## config.mk

```make
export PLATFORM = sky130hd
export DESIGN_NAME = extended_euclid_bezout_unit_flat
export DESIGN_NICKNAME = d
export VERILOG_FILES = /design/src/design/ebz_pkg.sv /design/src/design/ebz_if.sv /design/src/design/extended_euclid_bezout_unit.sv /design/src/flat_wrapper.sv
export VERILOG_INCLUDE_DIRS = /design/src /design/src/design
export SDC_FILE = /design/constraint.sdc
export NUM_CORES = 1
export LEC_CHECK = 0
export BUFFER_PORTS_ARGS = -buffer_cell sky130_fd_sc_hd__buf_2
export CELL_PAD_IN_SITES_DETAIL_PLACEMENT = 1
export CELL_PAD_IN_SITES_GLOBAL_PLACEMENT = 1
export CORE_MARGIN = 1
export CORE_UTILIZATION = 40
export DETAILED_ROUTE_END_ITERATION = 16
export PLACE_DENSITY_LB_ADDON = 0.1
export RECOVER_POWER = 50
export REMOVE_ABC_BUFFERS = 1
export SLEW_MARGIN = 20
export SYNTH_ARGS = -nofsm -noshare
export SYNTH_HDL_FRONTEND = slang
export SYNTH_SLANG_ARGS = --single-unit
```

## constraint.sdc

```tcl
create_clock -name clock -period 9.7 [get_ports clock]
set_input_delay 1.455 -clock clock [delete_from_list [all_inputs] [get_ports clock]]
set_output_delay 1.455 -clock clock [all_outputs]
set_load 0.005 [all_outputs]
```

## src/design/extended_euclid_bezout_unit_defines.svh

```systemverilog
// Assertion macros shared by the Bezout unit.
`ifndef EXTENDED_EUCLID_BEZOUT_UNIT_DEFINES_SVH
`define EXTENDED_EUCLID_BEZOUT_UNIT_DEFINES_SVH

// Check a property on every rising clock edge outside reset.
`define EBZ_ASSERT(label, prop, msg) \
   label: assert property (@(posedge clock) disable iff (reset) (prop)) else $error(msg);

// Check that a condition holds in the cycle after a trigger.
`define EBZ_ASSERT_NEXT(label, trig, prop, msg) \
   label: assert property (@(posedge clock) disable iff (reset) (trig) |=> (prop)) \
      else $error(msg);

`endif

```

## src/design/ebz_pkg.sv

```systemverilog
`default_nettype none

package ebz_pkg;

   localparam int WIDTH_DEFAULT = 32;

   localparam int STATE_W = 2;
   localparam logic [STATE_W-1:0] ST_IDLE = 2'd0;
   localparam logic [STATE_W-1:0] ST_DIV  = 2'd1;
   localparam logic [STATE_W-1:0] ST_UPD  = 2'd2;
   localparam logic [STATE_W-1:0] ST_FIN  = 2'd3;

endpackage

`default_nettype wire

```

## src/design/ebz_if.sv

```systemverilog
`default_nettype none

// Operand channel: one transfer carries the pair x, y.
interface ebz_req_if #(
   parameter int WIDTH = ebz_pkg::WIDTH_DEFAULT
);
   logic                    valid;
   logic                    ready;
   logic signed [WIDTH-1:0] x_value;
   logic signed [WIDTH-1:0] y_value;

   modport source (output valid, output x_value, output y_value, input ready);
   modport sink   (input valid, input x_value, input y_value, output ready);
endinterface

// Result channel: coefficients, gcd and the zero divisor flag.
interface ebz_rsp_if #(
   parameter int WIDTH = ebz_pkg::WIDTH_DEFAULT
);
   logic                    valid;
   logic                    ready;
   logic signed [WIDTH-1:0] coef_x;
   logic signed [WIDTH-1:0] coef_y;
   logic        [WIDTH-2:0] divisor_out;
   logic                    zero_divisor;

   modport source (output valid, output coef_x, output coef_y, output divisor_out,
                   output zero_divisor, input ready);
   modport sink   (input valid, input coef_x, input coef_y, input divisor_out,
                   input zero_divisor, output ready);
endinterface

`default_nettype wire

```

## src/design/extended_euclid_bezout_unit.sv

```systemverilog
// Channel    Direction  Transfer carries
// req_chan   in         x_value, y_value
// rsp_chan   out        coef_x, coef_y, divisor_out, zero_divisor
//
// An item runs R Euclid rounds, R being the number of rounds needed
// (up to about 46 for 32-bit operands). Each round runs a restoring divider that
// makes one quotient bit per cycle, followed by the coefficient update.
// A zero y operand skips the division. req_chan is ready only while the unit is idle.
// Reset is synchronous; a held result waits in the output register.
`default_nettype none

`include "extended_euclid_bezout_unit_defines.svh"

module extended_euclid_bezout_unit #(
   parameter int WIDTH = ebz_pkg::WIDTH_DEFAULT
) (
   input  wire logic  clock,
   input  wire logic  reset,
   ebz_req_if.sink    req_chan,
   ebz_rsp_if.source  rsp_chan
);

   localparam int CNT_W = $clog2(WIDTH);

   logic [ebz_pkg::STATE_W-1:0] state_ff, state_in;
   logic [CNT_W-1:0]            cnt_ff, cnt_in;
   logic                        rsp_valid_ff, rsp_valid_in;

   logic [WIDTH-1:0] b_ff, b_in;
   logic [WIDTH-1:0] quo_ff, quo_in;
   logic [WIDTH-1:0] rem_ff, rem_in;
   logic [WIDTH-1:0] acck_ff, acck_in;
   logic [WIDTH-1:0] accl_ff, accl_in;
   logic [WIDTH-1:0] kc_ff, kc_in;
   logic [WIDTH-1:0] ku_ff, ku_in;
   logic [WIDTH-1:0] lc_ff, lc_in;
   logic [WIDTH-1:0] lv_ff, lv_in;
   logic             xneg_ff, xneg_in;
   logic             yneg_ff, yneg_in;
   logic             zero_ff, zero_in;

   logic signed [WIDTH-1:0] coef_x_ff, coef_x_in;
   logic signed [WIDTH-1:0] coef_y_ff, coef_y_in;
   logic        [WIDTH-2:0] gcd_ff, gcd_in;
   logic                    zflag_ff, zflag_in;

   logic [WIDTH-1:0] x_raw, y_raw, x_mag, y_mag;
   logic [WIDTH:0]   shifted;
   logic             ge;
   logic             req_fire, load_out;

   assign x_raw = req_chan.x_value;
   assign y_raw = req_chan.y_value;
   assign x_mag = x_raw[WIDTH-1] ? (~x_raw + WIDTH'(1)) : x_raw;
   assign y_mag = y_raw[WIDTH-1] ? (~y_raw + WIDTH'(1)) : y_raw;

   assign req_chan.ready = (state_ff == ebz_pkg::ST_IDLE);
   assign req_fire       = req_chan.valid && req_chan.ready;

   // One restoring division step: bring down the next dividend bit.
   assign shifted = {rem_ff, quo_ff[WIDTH-1]};
   assign ge      = (shifted >= {1'b0, b_ff});

   assign load_out = (state_ff == ebz_pkg::ST_FIN) && (!rsp_valid_ff || rsp_chan.ready);

   always_comb begin
      state_in     = state_ff;
      cnt_in       = cnt_ff;
      rsp_valid_in = rsp_valid_ff && !rsp_chan.ready;
      b_in         = b_ff;
      quo_in       = quo_ff;
      rem_in       = rem_ff;
      acck_in      = acck_ff;
      accl_in      = accl_ff;
      kc_in        = kc_ff;
      ku_in        = ku_ff;
      lc_in        = lc_ff;
      lv_in        = lv_ff;
      xneg_in      = xneg_ff;
      yneg_in      = yneg_ff;
      zero_in      = zero_ff;
      coef_x_in    = coef_x_ff;
      coef_y_in    = coef_y_ff;
      gcd_in       = gcd_ff;
      zflag_in     = zflag_ff;

      case (state_ff)
         ebz_pkg::ST_IDLE: begin
            if (req_fire) begin
               xneg_in = x_raw[WIDTH-1];
               yneg_in = y_raw[WIDTH-1];
               quo_in  = x_mag;
               rem_in  = '0;
               acck_in = '0;
               accl_in = '0;
               cnt_in  = '0;
               ku_in   = WIDTH'(1);
               lv_in   = '0;
               if (y_mag == '0) begin
                  // Zero divisor: report the sign of x and |x| as the gcd.
                  kc_in    = WIDTH'(1);
                  lc_in    = '0;
                  b_in     = x_mag;
                  zero_in  = 1'b1;
                  state_in = ebz_pkg::ST_FIN;
               end else begin
                  kc_in    = '0;
                  lc_in    = WIDTH'(1);
                  b_in     = y_mag;
                  zero_in  = 1'b0;
                  state_in = ebz_pkg::ST_DIV;
               end
            end
         end
         ebz_pkg::ST_DIV: begin
            rem_in = ge ? WIDTH'(shifted - {1'b0, b_ff}) : shifted[WIDTH-1:0];
            quo_in = {quo_ff[WIDTH-2:0], 1'b0};
            // Quotient times coefficient, built MSB first as the bits appear.
            acck_in = {acck_ff[WIDTH-2:0], 1'b0} + (ge ? kc_ff : '0);
            accl_in = {accl_ff[WIDTH-2:0], 1'b0} + (ge ? lc_ff : '0);
            cnt_in  = cnt_ff + CNT_W'(1);
            if (cnt_ff == CNT_W'(WIDTH - 1)) begin
               state_in = ebz_pkg::ST_UPD;
            end
         end
         ebz_pkg::ST_UPD: begin
            if (rem_ff == '0) begin
               state_in = ebz_pkg::ST_FIN;
            end else begin
               kc_in    = ku_ff - acck_ff;
               ku_in    = kc_ff;
               lc_in    = lv_ff - accl_ff;
               lv_in    = lc_ff;
               quo_in   = b_ff;
               b_in     = rem_ff;
               rem_in   = '0;
               acck_in  = '0;
               accl_in  = '0;
               cnt_in   = '0;
               state_in = ebz_pkg::ST_DIV;
            end
         end
         ebz_pkg::ST_FIN: begin
            if (load_out) begin
               coef_x_in    = xneg_ff ? (~kc_ff + WIDTH'(1)) : kc_ff;
               coef_y_in    = yneg_ff ? (~lc_ff + WIDTH'(1)) : lc_ff;
               gcd_in       = b_ff[WIDTH-2:0];
               zflag_in     = zero_ff;
               rsp_valid_in = 1'b1;
               state_in     = ebz_pkg::ST_IDLE;
            end
         end
         default: begin
            state_in = ebz_pkg::ST_IDLE;
         end
      endcase
   end

   always_ff @(posedge clock) begin
      if (reset) begin
         state_ff     <= ebz_pkg::ST_IDLE;
         cnt_ff       <= '0;
         rsp_valid_ff <= 1'b0;
      end else begin
         state_ff     <= state_in;
         cnt_ff       <= cnt_in;
         rsp_valid_ff <= rsp_valid_in;
      end
   end

   always_ff @(posedge clock) begin
      b_ff      <= b_in;
      quo_ff    <= quo_in;
      rem_ff    <= rem_in;
      acck_ff   <= acck_in;
      accl_ff   <= accl_in;
      kc_ff     <= kc_in;
      ku_ff     <= ku_in;
      lc_ff     <= lc_in;
      lv_ff     <= lv_in;
      xneg_ff   <= xneg_in;
      yneg_ff   <= yneg_in;
      zero_ff   <= zero_in;
      coef_x_ff <= coef_x_in;
      coef_y_ff <= coef_y_in;
      gcd_ff    <= gcd_in;
      zflag_ff  <= zflag_in;
   end

   assign rsp_chan.valid        = rsp_valid_ff;
   assign rsp_chan.coef_x       = coef_x_ff;
   assign rsp_chan.coef_y       = coef_y_ff;
   assign rsp_chan.divisor_out  = gcd_ff;
   assign rsp_chan.zero_divisor = zflag_ff;

   // The divisor never reaches zero inside a division, and the partial
   // remainder stays below it.
   `EBZ_ASSERT(a_div_nonzero, (state_ff != ebz_pkg::ST_DIV) || (b_ff != '0), "divisor is zero")
   `EBZ_ASSERT(a_rem_below, (state_ff != ebz_pkg::ST_DIV) || (rem_ff < b_ff), "remainder too big")
   // A new result appears only as the sequencer leaves its final state.
   `EBZ_ASSERT(a_rsp_from_fin, !$rose(rsp_valid_ff) || ($past(state_ff) == ebz_pkg::ST_FIN), "stray result")
   // An accepted operand pair always starts either a division or the zero rule.
   `EBZ_ASSERT_NEXT(a_start, req_fire, (state_ff == ebz_pkg::ST_DIV) || (state_ff == ebz_pkg::ST_FIN), "bad start")

endmodule

`default_nettype wire

```

## src/flat_wrapper.sv

```systemverilog
// flat-port wrapper written by rule: the top's interface ports become plain ports
module extended_euclid_bezout_unit_flat 
#(
   parameter int WIDTH = ebz_pkg::WIDTH_DEFAULT
)
  (clock, reset, req_chan_valid, req_chan_x_value, req_chan_y_value, req_chan_ready, rsp_chan_valid, rsp_chan_coef_x, rsp_chan_coef_y, rsp_chan_divisor_out, rsp_chan_zero_divisor, rsp_chan_ready);
  ebz_req_if #(.WIDTH(WIDTH)) req_chan_i ();
  ebz_rsp_if #(.WIDTH(WIDTH)) rsp_chan_i ();
  input  wire logic clock;
  input  wire logic reset;
  input wire logic [$bits(req_chan_i.valid)-1:0] req_chan_valid;
  input wire logic [$bits(req_chan_i.x_value)-1:0] req_chan_x_value;
  input wire logic [$bits(req_chan_i.y_value)-1:0] req_chan_y_value;
  output wire logic [$bits(req_chan_i.ready)-1:0] req_chan_ready;
  output wire logic [$bits(rsp_chan_i.valid)-1:0] rsp_chan_valid;
  output wire logic [$bits(rsp_chan_i.coef_x)-1:0] rsp_chan_coef_x;
  output wire logic [$bits(rsp_chan_i.coef_y)-1:0] rsp_chan_coef_y;
  output wire logic [$bits(rsp_chan_i.divisor_out)-1:0] rsp_chan_divisor_out;
  output wire logic [$bits(rsp_chan_i.zero_divisor)-1:0] rsp_chan_zero_divisor;
  input wire logic [$bits(rsp_chan_i.ready)-1:0] rsp_chan_ready;
  assign req_chan_i.valid = req_chan_valid;
  assign req_chan_i.x_value = req_chan_x_value;
  assign req_chan_i.y_value = req_chan_y_value;
  assign req_chan_ready = req_chan_i.ready;
  assign rsp_chan_valid = rsp_chan_i.valid;
  assign rsp_chan_coef_x = rsp_chan_i.coef_x;
  assign rsp_chan_coef_y = rsp_chan_i.coef_y;
  assign rsp_chan_divisor_out = rsp_chan_i.divisor_out;
  assign rsp_chan_zero_divisor = rsp_chan_i.zero_divisor;
  assign rsp_chan_i.ready = rsp_chan_ready;
  extended_euclid_bezout_unit #(.WIDTH(WIDTH)) u_core (.clock(clock), .reset(reset), .req_chan(req_chan_i), .rsp_chan(rsp_chan_i));
endmodule
```

==> key figures <==
STA
  – RSZ-0062 raised after global routing: no
  – Final slew viol count: 420
  – Final Critical Period: between 6 and 7 ns
  – Fmax: between 100 and 150 MHz
  – Hold Violations, Final: 0
  – Hold WS: 0.427 ns
  – Setup violators final: 0
  – Final worst-path cycle share: 0.718
  – Slew margin rel.: -1.25
  – TNS Setup: 0 ns
  – Worst Skew: ~0.024 ns
  – Worst setup margin: around 2.7 ns
  – Worst-Margin Slew: between 3 and 4 ns

Hold path
  – Hold Startpoint: u_core.zero_ff$_DFFE_PP_
  – Hold Path Cell Cnt: 0
  – HP Class: reg2reg
  – Worst Hold Path EP: u_core.rsp_chan.zero_divisor$_DFFE_PP_

Global routing
  – Number of global-route vias before repair: 20700
  – Largest net degree at the start of global routing: about 160
  – Initial antenna violation count: 0
  – First-pass GRT wire length: 114000 um
  – GRT overflow: 0
  – GRT Total Usage: 0.223

Critical path
  – WP data required: about 10 ns
  – Crit end category: register
  – Cell Chain, Critical Path: inv_1 > ha_1 > clkinvlp_2 > nor2_1 > nand3_1 > nor4_1 > clkbuf_1 > nor2_4 > clkbuf_1 > buf_4
  – Internal reg-to-reg setup slack: ~2.7 ns
  – Worst Setup SP: u_core.state_ff[0]$_SDFFE_PP0P_
  – R2r worst-path depth: 10
  – Crit-path max cell delay: about 1.5 ns
  – CP max FO: 61
  – Top cell by count, worst path: clkbuf_1
  – Critical path class: reg2reg
  – CP max-delay cell: clkinvlp_2
  – Worst Setup Start Kind: register
  – R2R Path Start: u_core.state_ff[0]$_SDFFE_PP0P_
  – RR Endpoint: u_core.acck_ff[16]$_SDFFCE_PN0P_
  – Data arrival time of the critical path: slightly above 7 ns

Clock network
  – CTS tree: yes
  – Clock Root Buffer: clkbuf_16
  – Clock tree buffer depth: 3
  – Clk sinks: about 400
  – Clock buffer count from CTS: 48
  – Post-cts resize count: 0
  – H-tree depth: 2
  – Postcts setup bufs: 0
  – Worst-path clk slew: 0.06 ns
  – Hold_buf cts: 0
  – Clock latency on the worst-skew pair: 0.59 ns

Finish
  – Final #Nets: about 3000
  – Fillers: ~7100
  – Area Overhead vs Synth: 12.3%
  – Layout cell share with drive strength beyond 1: 0.0771
  – Post-layout util: 0.459
  – Diode count: 0

Detailed routing
  – Detailed Route WL: 71800 um
  – Via count: about 20000
  – Drt pass-1 iters: 5
  – DRC: 0
  – Routed Antenna Nets: 0
  – Vias/cell: around 5.5
  – Initial DRC count: just over 800
  – WL/cell: between 20 and 25 um

Placement
  – DP Worst Slack: about 2.6 ns
  – Gp weighted congestion: ~0.84
  – Port bufs: about 170
  – Detail Placement HPWL: about 51000 um

Power
  – Total power draw: between 10 and 15 mW
  – Pwr/cell area: a little over 400 mW/mm^2
  – VDD IR-drop max: ~0.24 mV
  – Leakage power: 11.1 nW

Synthesis
  – Count leader, synth: edfxtp_1
  – Synth area leaders: edfxtp_1, ha_1, xnor2_1, nor2_1, and2_1
  – Synth async-reset ratio: 0
  – Post-synth EDFFs: 387
  – Post-synth top cells: edfxtp_1, nor2_1, nand2_1
  – Sequential area share after synthesis: 0.464
  – Cells after synthesis: 2528
  – Syn Area/Cell: ~10 sq um
  – Synth warn: 0
  – Syn Std Cell Area: ~0.025 sq mm
  – Yosys top cell by area: edfxtp_1
  – Netlist cell types: between 70 and 80
  – Share of the synthesized area in the top cell type: 0.458
  – Post-synthesis sequential element count: between 300 and 400
  – Main flop type after synthesis: edfxtp_1

Run status
  – Failing checks: max-capacitance violations, max-slew violations
  – Status: finished with violations

Die
  – Initial core utilization: 0.408
  – Die height: approximately 250 um
  – Chip width: ~250 um
  – Top-Level Pins: 166
  – Core area: around 0.062 sq mm
  – Row cnt: 91
  – DIE AREA: around 0.064 sq mm

Flow run
  – Max cap viols: 9
==> worst max-delay path by stage <==
stage | endpoint | slack, ns | cells after the start
2_1_floorplan | u_core.b_ff[0]$_DFFE_PP_ | -0.93 | 7
3_3_place_gp | u_core.acck_ff[30]$_SDFFCE_PN0P_ | 2.93 | 22
3_5_place_dp | u_core.acck_ff[30]$_SDFFCE_PN0P_ | 2.65 | 22
4_1_cts | u_core.acck_ff[30]$_SDFFCE_PN0P_ | 2.64 | 22
5_1_grt | u_core.acck_ff[19]$_SDFFCE_PN0P_ | 2.26 | 10
6_report | u_core.acck_ff[16]$_SDFFCE_PN0P_ | 2.74 | 10
==> cells in the final DEF (no fill, tap or decap), types with 16 or more instances in the layout <==
| cell type | synthesis | routed |
|---|---|---|
| and2_0 | 0 | 34 |
| o31ai_1 | 40 | 40 |
| nand2_1 | 197 | 197 |
| a21oi_1 | 168 | 168 |
| xnor2_1 | 163 | 163 |
| o21a_1 | 24 | 23 |
| nor4_1 | 22 | 22 |
| clkbuf_16 | 0 | 49 |
| o211ai_1 | 16 | 16 |
| a221oi_1 | 25 | 25 |
| xor2_1 | 76 | 76 |
| inv_1 | 148 | 146 |
| edfxtp_1 | 387 | 387 |
| nand3_1 | 44 | 44 |
| a21o_1 | 71 | 71 |
| nand4_1 | 18 | 18 |
| and3_1 | 17 | 17 |
| o21ai_0 | 146 | 145 |
| nand2b_1 | 37 | 37 |
| or3_1 | 29 | 29 |
| buf_2 | 1 | 103 |
| clkbuf_1 | 77 | 83 |
| and2_1 | 136 | 102 |
| nor2b_1 | 25 | 24 |
| nor2_1 | 229 | 227 |
| a31oi_1 | 32 | 32 |
| o21bai_1 | 17 | 17 |
| ha_1 | 164 | 163 |
| nor3_1 | 36 | 36 |
==> final cells by class <==
cell class	instances	area [sq um]	area share
sequential	395	11800	0.413
timing repair buffer	183	878	0.0308
multi-input combinational	1900	12800	0.447
tap	837	1050	0.0367
clock buffer	63	1310	0.0459
inverter	149	561	0.0197
clock inverter	21	175	0.00614
==> layer usage <==
metal | up-vias | GRT usage | share of wire
met2 | 297 | 0.377 | 0.47
met3 | 76 | 0.0267 | 0.032
met4 | 0 | 0.0539 | 0.020
li1 | 9509 | - | -
met5 | - | 0 | 0
met1 | 9750 | 0.302 | 0.48
==> critical path: cells and delay by family, from the launching register on <==
kind / cells / cell delay, ns
AND/OR/NAND/NOR: 4 / 1.58
adder cells (fa/ha/maj): 1 / 1.00
flip-flops: 1 / 0.35
buffers and inverters: 5 / 3.52
==> per-stage QoR <==
stage	std cells	area, sq um
floorplan	2444	25100
global placement	3463	27100
detailed placement	3463	27100
CTS	3547	28600
global route	3548	28500
finish	3548	28500
==> registers in the layout, summed over array words and instances, names as in the netlist, 2 cells and up <==
name / cells
u_core.rsp_chan.divisor_out: 31
u_core.b_ff: 32
u_core.state_ff: 2
u_core.accl_ff: 32
u_core.kc_ff: 32
u_core.lc_ff: 32
u_core.lv_ff: 32
u_core.rsp_chan.coef_x: 32
u_core.acck_ff: 32
u_core.rem_ff: 32
u_core.quo_ff: 32
u_core.ku_ff: 32
u_core.cnt_ff: 5
u_core.rsp_chan.coef_y: 32
==> report_power, final <==
part	switching, mW	internal, mW	total [mW]
combinational	3.89	2.47	6.36
clock	0.731	1.02	1.75
sequential	0.491	2.90	3.39
==> logic make-up (layout without fill, tap and decap cells) <==
group / count (synthesis) / in the layout / synth area share
multiplexers: 21 / 21 / 0.00863
AO/OA/AOI/OAI: 630 / 630 / 0.159
buffers and inverters: 233 / 416 / 0.0348
AND/OR/NAND/NOR: 839 / 839 / 0.164
adder cells (fa/ha/maj): 169 / 169 / 0.0848
XOR/XNOR: 241 / 241 / 0.0842
flip-flops: 395 / 395 / 0.464
No activity file was read; power rests on OpenSTA's default activity.
